--- src/rtl/lfr_pkg.sv ---
package lfr_pkg;

   localparam logic [7:0] HDR_A = 8'hAA;
   localparam logic [7:0] HDR_B = 8'h55;
   localparam logic [7:0] FTR_A = 8'h0D;
   localparam logic [7:0] FTR_B = 8'h0A;
   localparam logic [7:0] LEN_HEARTBEAT = 8'hFF;
   localparam logic [7:0] LEN_DIRS = 8'd32;
   localparam logic [7:0] LEN_NEAREST = 8'd6;

   localparam int PAY_DEPTH = 32;
   localparam int PAY_AW = $clog2(PAY_DEPTH);

   localparam logic [2:0] BYTES_HEARTBEAT = 3'd1;
   localparam logic [2:0] BYTES_WORD = 3'd4;
   localparam logic [2:0] BYTES_NEAREST = 3'd6;
   localparam logic [2:0] LAST_WORD = 3'd7;

   typedef enum logic [1:0] {
      KIND_HEARTBEAT = 2'd0,
      KIND_DIRS = 2'd1,
      KIND_NEAREST = 2'd2
   } kind_type;

   typedef enum logic [3:0] {
      ST_HDR1,
      ST_HDR2,
      ST_LEN,
      ST_PAY,
      ST_CHK,
      ST_FTR1,
      ST_FTR2,
      ST_READ,
      ST_LOAD,
      ST_OUT
   } state_type;

   typedef struct packed {
      logic load_len;
      logic pay_wr;
      logic cnt_err;
      logic cnt_frame;
      logic emit_start;
      logic rd_load;
      logic word_next;
   } cmd_type;

   typedef struct packed {
      logic hdr_a;
      logic hdr_b;
      logic ftr_a;
      logic ftr_b;
      logic len_valid;
      logic pay_last;
      logic chk_ok;
      logic grp_last;
      logic frame_last;
      kind_type kind;
   } sts_type;

endpackage

--- src/rtl/lidar_frame_receiver.sv ---
// Parsing takes one byte per cycle; req_stall stays low while a frame is read in.
// After the closing footer byte, each result has its payload bytes fetched from the
// registered-read payload RAM (a READ and a LOAD state per byte), then it is shown in
// OUT until rsp_stall is low: heartbeat 1 byte, nearest 6, each direction word 4.
// Synchronous active-high reset clears parser state and both counters; payload RAM
// is not cleared.
module lidar_frame_receiver (
   input  logic        clock,
   input  logic        reset,
   input  logic        req_valid,
   output logic        req_stall,
   input  logic [7:0]  req_rx_byte,
   output logic        rsp_valid,
   input  logic        rsp_stall,
   output logic [1:0]  rsp_packet_kind,
   output logic [2:0]  rsp_word_index,
   output logic [31:0] rsp_data_word,
   output logic [15:0] rsp_angle_tenths,
   output logic [7:0]  rsp_heartbeat_byte,
   output logic        rsp_last,
   output logic [31:0] rsp_good_frames,
   output logic [31:0] rsp_checksum_errors
);
   import lfr_pkg::*;

   cmd_type cmd;
   sts_type sts;

   lfr_ctrl u_ctrl (
      .clock    (clock),
      .reset    (reset),
      .req_valid(req_valid),
      .rsp_stall(rsp_stall),
      .sts      (sts),
      .cmd      (cmd),
      .req_stall(req_stall),
      .rsp_valid(rsp_valid)
   );

   lfr_dp u_dp (
      .clock          (clock),
      .reset          (reset),
      .rx_byte        (req_rx_byte),
      .cmd            (cmd),
      .sts            (sts),
      .packet_kind    (rsp_packet_kind),
      .word_index     (rsp_word_index),
      .data_word      (rsp_data_word),
      .angle_tenths   (rsp_angle_tenths),
      .heartbeat_byte (rsp_heartbeat_byte),
      .good_frames    (rsp_good_frames),
      .checksum_errors(rsp_checksum_errors)
   );

   assign rsp_last = sts.frame_last;

   a_no_overlap: assert property (@(posedge clock) disable iff (reset)
      rsp_valid |-> req_stall)
      else $error("input taken while a result is pending");

   a_single_last: assert property (@(posedge clock) disable iff (reset)
      (rsp_valid && (rsp_packet_kind != KIND_DIRS)) |-> rsp_last)
      else $error("single-result frame without last");

   a_resume: assert property (@(posedge clock) disable iff (reset)
      (rsp_valid && !rsp_stall && rsp_last) |=> (!req_stall && !rsp_valid))
      else $error("parser did not resume after last beat");

   a_dirs_order: assert property (@(posedge clock) disable iff (reset)
      (rsp_valid && !rsp_stall && !rsp_last) |=> (!rsp_valid && req_stall))
      else $error("next direction word shown without a RAM fetch");

endmodule

--- src/rtl/lfr_ram.sv ---
module lfr_ram #(
   parameter int WIDTH = 8,
   parameter int DEPTH = 32
) (
   input  logic                     clock,
   input  logic                     wr_en,
   input  logic [$clog2(DEPTH)-1:0] wr_addr,
   input  logic [WIDTH-1:0]         wr_data,
   input  logic [$clog2(DEPTH)-1:0] rd_addr,
   output logic [WIDTH-1:0]         rd_data
);

   logic [WIDTH-1:0] mem_ff [DEPTH];
   logic [WIDTH-1:0] rd_data_ff;

   always_ff @(posedge clock) begin
      if (wr_en) begin
         mem_ff[wr_addr] <= wr_data;
      end
      rd_data_ff <= mem_ff[rd_addr];
   end

   assign rd_data = rd_data_ff;

endmodule

--- src/rtl/lfr_dp.sv ---
module lfr_dp (
   input  logic             clock,
   input  logic             reset,
   input  logic [7:0]       rx_byte,
   input  lfr_pkg::cmd_type cmd,
   output lfr_pkg::sts_type sts,
   output logic [1:0]       packet_kind,
   output logic [2:0]       word_index,
   output logic [31:0]      data_word,
   output logic [15:0]      angle_tenths,
   output logic [7:0]       heartbeat_byte,
   output logic [31:0]      good_frames,
   output logic [31:0]      checksum_errors
);
   import lfr_pkg::*;

   logic [7:0]        length_code_ff, length_code_in;
   logic [5:0]        byte_count_ff, byte_count_in;
   logic [7:0]        running_sum_ff, running_sum_in;
   logic [31:0]       frame_counter_ff, frame_counter_in;
   logic [31:0]       error_counter_ff, error_counter_in;
   logic [PAY_AW-1:0] rd_addr_ff, rd_addr_in;
   logic [2:0]        bytes_left_ff, bytes_left_in;
   logic [2:0]        word_idx_ff, word_idx_in;
   logic [47:0]       shift_ff, shift_in;
   logic [7:0]        rd_data;
   logic [5:0]        count_plus;
   logic [7:0]        expect_sum;
   kind_type          kind;

   lfr_ram #(
      .WIDTH(8),
      .DEPTH(PAY_DEPTH)
   ) u_ram (
      .clock  (clock),
      .wr_en  (cmd.pay_wr),
      .wr_addr(byte_count_ff[PAY_AW-1:0]),
      .wr_data(rx_byte),
      .rd_addr(rd_addr_ff),
      .rd_data(rd_data)
   );

   always_comb begin
      priority if (length_code_ff == LEN_HEARTBEAT) begin
         kind = KIND_HEARTBEAT;
      end else if (length_code_ff == LEN_DIRS) begin
         kind = KIND_DIRS;
      end else begin
         kind = KIND_NEAREST;
      end
   end

   assign count_plus = byte_count_ff + 6'd1;
   assign expect_sum = (kind == KIND_HEARTBEAT) ? running_sum_ff + LEN_HEARTBEAT
                                                : running_sum_ff;

   always_comb begin
      sts.hdr_a = (rx_byte == HDR_A);
      sts.hdr_b = (rx_byte == HDR_B);
      sts.ftr_a = (rx_byte == FTR_A);
      sts.ftr_b = (rx_byte == FTR_B);
      sts.len_valid = (rx_byte == LEN_HEARTBEAT) || (rx_byte == LEN_DIRS) ||
                      (rx_byte == LEN_NEAREST);
      sts.pay_last = (kind == KIND_HEARTBEAT) || ({2'b00, count_plus} >= length_code_ff);
      sts.chk_ok = (rx_byte == expect_sum);
      sts.grp_last = (bytes_left_ff == 3'd1);
      sts.frame_last = (kind != KIND_DIRS) || (word_idx_ff == LAST_WORD);
      sts.kind = kind;
   end

   always_comb begin
      length_code_in = length_code_ff;
      byte_count_in = byte_count_ff;
      running_sum_in = running_sum_ff;
      frame_counter_in = frame_counter_ff;
      error_counter_in = error_counter_ff;
      rd_addr_in = rd_addr_ff;
      bytes_left_in = bytes_left_ff;
      word_idx_in = word_idx_ff;
      shift_in = shift_ff;
      if (cmd.load_len) begin
         length_code_in = rx_byte;
         byte_count_in = '0;
         running_sum_in = '0;
      end
      if (cmd.pay_wr) begin
         byte_count_in = count_plus;
         running_sum_in = running_sum_ff + rx_byte;
      end
      if (cmd.cnt_err) begin
         error_counter_in = error_counter_ff + 32'd1;
      end
      if (cmd.cnt_frame) begin
         frame_counter_in = frame_counter_ff + 32'd1;
      end
      if (cmd.emit_start) begin
         rd_addr_in = '0;
         word_idx_in = '0;
         unique case (kind)
            KIND_HEARTBEAT: bytes_left_in = BYTES_HEARTBEAT;
            KIND_DIRS:      bytes_left_in = BYTES_WORD;
            default:        bytes_left_in = BYTES_NEAREST;
         endcase
      end
      if (cmd.rd_load) begin
         shift_in = {rd_data, shift_ff[47:8]};
         rd_addr_in = rd_addr_ff + PAY_AW'(1);
         bytes_left_in = bytes_left_ff - 3'd1;
      end
      if (cmd.word_next) begin
         word_idx_in = word_idx_ff + 3'd1;
         bytes_left_in = BYTES_WORD;
      end
   end

   always_ff @(posedge clock) begin
      if (reset) begin
         length_code_ff <= '0;
         byte_count_ff <= '0;
         running_sum_ff <= '0;
         frame_counter_ff <= '0;
         error_counter_ff <= '0;
         rd_addr_ff <= '0;
         bytes_left_ff <= '0;
         word_idx_ff <= '0;
      end else begin
         length_code_ff <= length_code_in;
         byte_count_ff <= byte_count_in;
         running_sum_ff <= running_sum_in;
         frame_counter_ff <= frame_counter_in;
         error_counter_ff <= error_counter_in;
         rd_addr_ff <= rd_addr_in;
         bytes_left_ff <= bytes_left_in;
         word_idx_ff <= word_idx_in;
      end
      shift_ff <= shift_in;
   end

   assign packet_kind = kind;
   assign word_index = (kind == KIND_DIRS) ? word_idx_ff : 3'd0;
   assign data_word = (kind == KIND_HEARTBEAT) ? 32'd0 : shift_ff[47:16];
   assign angle_tenths = (kind == KIND_NEAREST) ? shift_ff[15:0] : 16'd0;
   assign heartbeat_byte = (kind == KIND_HEARTBEAT) ? shift_ff[47:40] : 8'd0;
   assign good_frames = frame_counter_ff;
   assign checksum_errors = error_counter_ff;

endmodule

--- src/rtl/lfr_ctrl.sv ---
module lfr_ctrl (
   input  logic             clock,
   input  logic             reset,
   input  logic             req_valid,
   input  logic             rsp_stall,
   input  lfr_pkg::sts_type sts,
   output lfr_pkg::cmd_type cmd,
   output logic             req_stall,
   output logic             rsp_valid
);
   import lfr_pkg::*;

   state_type state_ff, state_in;
   logic      parsing;
   logic      req_acc;

   assign parsing = (state_ff != ST_READ) && (state_ff != ST_LOAD) && (state_ff != ST_OUT);
   assign req_acc = parsing && req_valid;

   always_comb begin
      state_in = state_ff;
      unique case (state_ff)
         ST_HDR1: if (req_acc) state_in = sts.hdr_a ? ST_HDR2 : ST_HDR1;
         ST_HDR2: if (req_acc) state_in = sts.hdr_b ? ST_LEN : ST_HDR1;
         ST_LEN:  if (req_acc) state_in = sts.len_valid ? ST_PAY : ST_HDR1;
         ST_PAY:  if (req_acc) state_in = sts.pay_last ? ST_CHK : ST_PAY;
         ST_CHK:  if (req_acc) state_in = sts.chk_ok ? ST_FTR1 : ST_HDR1;
         ST_FTR1: if (req_acc) state_in = sts.ftr_a ? ST_FTR2 : ST_HDR1;
         ST_FTR2: if (req_acc) state_in = sts.ftr_b ? ST_READ : ST_HDR1;
         ST_READ: state_in = ST_LOAD;
         ST_LOAD: state_in = sts.grp_last ? ST_OUT : ST_READ;
         ST_OUT: begin
            if (!rsp_stall) begin
               state_in = sts.frame_last ? ST_HDR1 : ST_READ;
            end
         end
         default: state_in = ST_HDR1;
      endcase
   end

   always_comb begin
      cmd = '0;
      req_stall = !parsing;
      rsp_valid = (state_ff == ST_OUT);
      unique case (state_ff)
         ST_LEN:  cmd.load_len = req_acc;
         ST_PAY:  cmd.pay_wr = req_acc;
         ST_CHK:  cmd.cnt_err = req_acc && !sts.chk_ok;
         ST_FTR2: begin
            cmd.emit_start = req_acc && sts.ftr_b;
            cmd.cnt_frame = req_acc && sts.ftr_b && (sts.kind != KIND_HEARTBEAT);
         end
         ST_LOAD: cmd.rd_load = 1'b1;
         ST_OUT:  cmd.word_next = !rsp_stall && !sts.frame_last;
         default: ;
      endcase
   end

   always_ff @(posedge clock) begin
      if (reset) begin
         state_ff <= ST_HDR1;
      end else begin
         state_ff <= state_in;
      end
   end

endmodule

--- config.mk ---
export PLATFORM = sky130hd
export DESIGN_NAME = lidar_frame_receiver
export DESIGN_NICKNAME = d
export VERILOG_FILES = /design/src/rtl/lfr_pkg.sv /design/src/rtl/lidar_frame_receiver.sv /design/src/rtl/lfr_ram.sv /design/src/rtl/lfr_dp.sv /design/src/rtl/lfr_ctrl.sv
export SDC_FILE = /design/constraint.sdc
export NUM_CORES = 1
export LEC_CHECK = 0
export BUFFER_PORTS_ARGS = -buffer_cell sky130_fd_sc_hd__clkbuf_2
export CAP_MARGIN = 10
export CORE_MARGIN = 5
export CORE_UTILIZATION = 59
export DETAILED_ROUTE_END_ITERATION = 7
export MAX_ROUTING_LAYER = met4
export PLACE_DENSITY = 0.79
export SLEW_MARGIN = 20
export SYNTH_ARGS = -nofsm -noshare
export SYNTH_HDL_FRONTEND = slang
export SYNTH_SLANG_ARGS = --single-unit
--- constraint.sdc ---
create_clock -name clock -period 8.96 [get_ports clock]
set_input_delay 1.792 -clock clock [delete_from_list [all_inputs] [get_ports clock]]
set_output_delay 1.792 -clock clock [all_outputs]
set_load 0.1 [all_outputs]
; ---- Yosys cells after proc, flatten, opt, wreduce, memory -nomap -nowiden
; Memories as Yosys holds them, arrays and structs flattened. A register that Yosys moved wholly into a read port is not among the register bits.
; Cells that the tools add are included.
[totals]
regBits = 149
mem_bits_rw = 256
in_bits = 12
out_inout_bits = 128
word_cells = 125
n_memories = 1
[memory_table]
columns = name, words, word_bits, rd, rd_clocked_by_memory_dff, wr, line
row1 = u_dp.u_ram.mem_ff, 32, 8, 1, 1, 1, lfr_ram.sv:13  ; logic [WIDTH-1:0] mem_ff [DEPTH];
[classes]
n_addsub = 8
n_lt_le_gt_ge = 1
eq_ne = 35
n_mux = 45
n_reduce_logical = 24
[op_table]
columns = op, count
row1 = "adder 32 x 1 -> 32 bit, second input constant", 2
row2 = one-hot mux 4 bit (10 select lines), 1
row3 = two-way mux 4 bit, 9
row4 = two-way mux 3 bit, 11
row5 = two-way mux 32 bit, 1
row6 = two-way mux 8 bit, 4
row7 = "== test 8 bit, second input constant", 3
row8 = "== test 4 x 3 -> 1 bit, second input constant", 4
row9 = "== test 8 x 4 -> 1 bit, second input constant", 2
row10 = "== test 8 x 6 -> 1 bit, second input constant", 2
row11 = two-way mux 16 bit, 1
row12 = "inequality test 2 x 1 -> 1 bit, second input constant", 8
row13 = two-way mux 6 bit, 2
row14 = two-way mux 2 bit, 5
row15 = two-way mux 5 bit, 2
row16 = adder 8 bit, 1
row17 = "adder 8 bit, second input constant", 1
row18 = "== test 4 x 2 -> 1 bit, second input constant", 2
row19 = "== test 4 bit, second input constant", 2
row20 = "== test 8 x 3 -> 1 bit, second input constant", 1
row21 = "== test 8 x 7 -> 1 bit, second input constant", 1
row22 = == test 8 bit, 1
row23 = greater-or-equal comparator 6 x 8 -> 1 bit, 1
row24 = two-way mux 1 bit, 8
row25 = 22 further kinds, 38

; ---- Logic depth before layout (Yosys ltp)
[depth]
word_depth = 10
depth_mapped = 11
mapped_depth_nobuf = 10

; ---- Modules after synthesis
; Synthesis repeated with hierarchy kept, for this count alone.
[unflattened]
hier_cells = 1201
area_unflattened_um2 = 17454.2
[by_module_without_submodules]
columns = module, instances, cells_each, area_per_inst_um2, seq_area_each_um2
row1 = lfr_ram, 1, 417, 10053.4, 7847.5
row2 = lfr_dp, 1, 722, 6929.1, 3383.2
row3 = lfr_ctrl, 1, 62, 471.7, 80.1

; ---- Worst setup path before layout
; Ideal clock, no wire load.
[synth_path]
path_type = register -> output
from = register u_dp.length_code_ff[1]
to = output port rsp_angle_tenths[10]
arrival_time_ps = 4474
path_slack_ps = 2694
stages_incl_launch_ff = 6
path_buffers = 1
path_cell_list = dfxtp_1 -> or4_1 -> nor4b_2 -> nor2_1 -> clkbuf_1 -> and2_1
[synth_via]
elab_chain_len = 5
word_cells_on_any_way = 6
[synth_lines]
columns = item, line
row1 = start: declaration, lfr_dp.sv:17  ; logic [7:0] length_code_ff, length_code_in;
row2 = start signal: assignment, lfr_dp.sv:127  ; length_code_ff <= length_code_in;
row3 = == test 8 x 6 -> 1 bit, lfr_dp.sv:46  ; end else if (length_code_ff == LEN_DIRS) begin
row4 = two-way mux 2 bit, lfr_dp.sv:46
row5 = two-way mux 2 bit *, lfr_dp.sv:44  ; priority if (length_code_ff == LEN_HEARTBEAT) begin
row6 = via rsp_packet_kind[0], lidar_frame_receiver.sv:15  ; output logic [1:0] rsp_packet_kind,
row7 = == test 2 bit *, lfr_dp.sv:142  ; assign angle_tenths = (kind == KIND_NEAREST) ? shift_ff[15:0] : 16'd0;
row8 = two-way mux 16 bit *, lfr_dp.sv:142
row9 = end: declaration, lidar_frame_receiver.sv:18  ; output logic [15:0] rsp_angle_tenths,
; The timed path passes the listed nets; every way through them passes the cells marked *.

; ---- Worst setup path in the final report
[layout_path]
from = register u_dp.length_code_ff[1]
to = output port rsp_angle_tenths[3]
[layout_via]
elab_chain_len = 5
word_cells_on_any_way = 6
[layout_lines]
columns = item, line
row1 = == test 8 x 6 -> 1 bit, lfr_dp.sv:46
row2 = two-way mux 2 bit, lfr_dp.sv:46
row3 = two-way mux 2 bit *, lfr_dp.sv:44
row4 = == test 2 bit *, lfr_dp.sv:142
row5 = two-way mux 16 bit *, lfr_dp.sv:142
; Every way passes the cells marked *; elsewhere a longest branch is shown, timed or not.

==> flow_summary.ini <==
[routing]
vias = 10760
drt-pass1-iter-count = 6
drt-initial-drc-count = 1028
wl_per_cell_um = 21.24
drt-total-wl_um = 37890
drc = 0
vias_per_cell = 6.033
postRouteAntennaNets = 0

[finish]
nets = 1397
area.growth.synth_to_final_pct = 13.89
drive_gt1_share_pct = 22.83

[logic_synthesis]
ys.flop_type = edfxtp_1
ys_types = 69
syn_nets = 1264
synth_top_area_share_pct = 52.14
synth-async-reset-ratio_pct = 0
yosysTopAreaCell = edfxtp_1
syn_inst = 1226
avgSynthCellArea_um2 = 14.28
ys_ff_latch = 413
synth-edff-count = 304
yosysWarnings = 0
synth_area_leaders = edfxtp_1 (52%), dfxtp_1 (12%), mux4_2 (10%), nor2_1 (2.2%), and2_1 (2.0%)
netlist_area_mm2 = 0.01751
yosysSeqAreaShare_pct = 64.60

[sta]
rsz0062_at_grt = no
fin_crit_ps = 5015
max_slew_margin_pct = 24.58
timing.fmax_ghz = 0.1994
setup_viol = 0
worstMarginPinSlew_ps = 1130
hold_viol_final = 0
tns_ps = 0
drv_slew = 0
fin_skew_ps = 29.72
setup_slack_ps = 3945
timing.final.crit_share_pct = 55.97

[critical_path]
worst_setup_path_start_kind = flip-flop
slowest_delay_ps = 710
cpLargestDelayFamily = simple AND/OR/NAND/NOR gates
critPathBufInv = 1
crit_arrival_ps = 3220
crit_required_ps = 7170
crit_fanout = 17
crit_chain = or4_1 > nor4b_2 > nor2_1 > and2_1 > clkbuf_2
end_kind = primary output
r2r-start = u_dp.length_code_ff[4]
slowest_stage = nor4b_2
worstSetupPathType = flip-flop to primary output
critPathLaunch = u_dp.length_code_ff[1]

[floorplanning]
core-area_mm2 = 0.02948
dieArea_mm2 = 0.03322
ios = 140
initial_utilization_pct = 59.39
die_h_um = 182.3
die_x_um = 182.3
rows = 63

[placed_design]
dp_hpwl_um = 23760
gp_congestion = 0.8174
portBuffers = 139
dp_slack_ps = 4116

[clock_network]
post-cts-setup-buffers = 0
clk_root_buffer_cell = clkbuf_16
ctsHoldBuffers = 0
cts_buffers = 43
htree_levels = 2
cts_resized = 0
cts_sinks = 413
cts_tree = built
clk_pin_slew_worst_paths_ps = 60
clk_latency_ps = 560
clock_tree.buffer_depth = 3

[power]
leakage_uw = 0.006644
ir_worst_vdd_v = 0.0002137
p_per_area_mw_per_mm2 = 193.3

[worst_hold_path]
min_from = u_dp.u_ram.rd_data[1]
hp-class = flip-flop to flip-flop

[flow_run]
drv_cap = 0

[global_route]
grt_pass1_wl_um = 59370
antenna_found_initial = 1
first_global_vias = 10620
grt_overflow_total = 0
grt_max_degree = 63
grt.total_usage_pct = 23.35

[run_status]
status = completed
==> final cells by class <==
cell class,count,area [um^2]
Antenna cell,1,2.502
Clock buffer,57,1180
Clock inverter,22,225.2
Fill cell,2019,9540
Inverter,27,102.6
Multi-Input combinational cell,726,5861
Sequential cell,413,11320
Tap cell,390,488.0
Timing Repair Buffer,148,765.7
==> state kept, by name, indices dropped and copies added (netlist names) <==
name	count
u_ctrl.state_ff	4
u_dp.running_sum_ff	8
u_dp.u_ram.mem_ff	256
u_dp.bytes_left_ff	3
u_dp.good_frames	32
u_dp.length_code_ff	8
u_dp.u_ram.rd_data	8
u_dp.byte_count_ff	6
u_dp.shift_ff	48
u_dp.rd_addr_ff	5
u_dp.checksum_errors	32
u_dp.word_idx_ff	3
==> power breakdown <==
group | leakage (uW) | internal (uW) | switching, uW
registers | 0.00361 | 2050 | 0.814
logic | 0.00235 | 9.97 | 42.5
clock network | 0.000685 | 1020 | 733
==> stage by stage <==
stage,total power [uW],area (um^2),hold slack (ps),std cells,utilization [%]
global placement,2136,18520,386.3,1704,62.83
detailed placement,2139,18520,388.7,1704,62.83
CTS,3878,19930,402.1,1783,67.59
global route,3969,19940,407.0,1784,67.64
floorplan,2110,17510,385.5,1226,-
finish,3854,19940,401.5,1784,67.64
==> cells in the mapped netlist, drive strengths merged, types with 2 or more instances <==
master / number
a2111oi: 3
a211oi: 2
a21o: 6
a21oi: 65
a22oi: 4
a311oi: 3
a31oi: 2
a41oi: 2
and2: 56
and3: 15
and4: 7
buf: 11
clkbuf: 49
dfxtp: 109
edfxtp: 304
ha: 25
inv: 26
mux2: 8
mux2i: 2
mux4: 80
nand2: 67
nand2b: 4
nand3: 39
nand3b: 8
nand4: 27
nand4b: 2
nor2: 104
nor2b: 4
nor3: 18
nor3b: 3
nor4: 6
nor4b: 6
o2111ai: 2
o21ai: 39
o21bai: 3
o22ai: 2
o311ai: 5
o31ai: 8
or3: 25
or4: 6
xnor2: 21
xor2: 32
==> final timing paths <==
kind                        endpoint  slack (ps)  cells after the start
max              rsp_angle_tenths[3]        3940                      5
min                u_dp.shift_ff[41]         400                      0
max reg2reg  u_dp.checksum_errors[1]        5130                      7
min reg2reg        u_dp.shift_ff[41]         400                      0
==> routing by layer <==
layer,part of all wire (%),global-route usage [%],vias up
met5,0,-,-
met4,2.0,5.674,0
met3,7.9,4.545,62
met2,49,37.80,424
met1,41,31.13,5339
li1,-,-,4938
==> placed cells by master (no fill, tap or decap), types with 39 or more instances in the layout <==
cell,count
nor2_1,104
edfxtp_1,304
a21oi_1,65
mux4_2,80
clkbuf_2,138
clkbuf_16,44
and2_1,56
dfxtp_1,107
nand2_1,67
nand3_1,39
==> cells by family (layout without fill, tap and decap cells) <==
group | count (synthesis) | in the layout | synth area share, %
AND/OR/NAND/NOR | 402 | 402 | 12.36
adder cells (fa/ha/maj) | 26 | 26 | 1.901
multiplexers | 90 | 90 | 10.92
XOR/XNOR | 53 | 53 | 2.651
AO/OA/AOI/OAI | 155 | 155 | 5.539
buffers and inverters | 87 | 254 | 2.022
other | 0 | 1 | 0
flip-flops | 413 | 413 | 64.60
(Power assumes the default switching activity.)
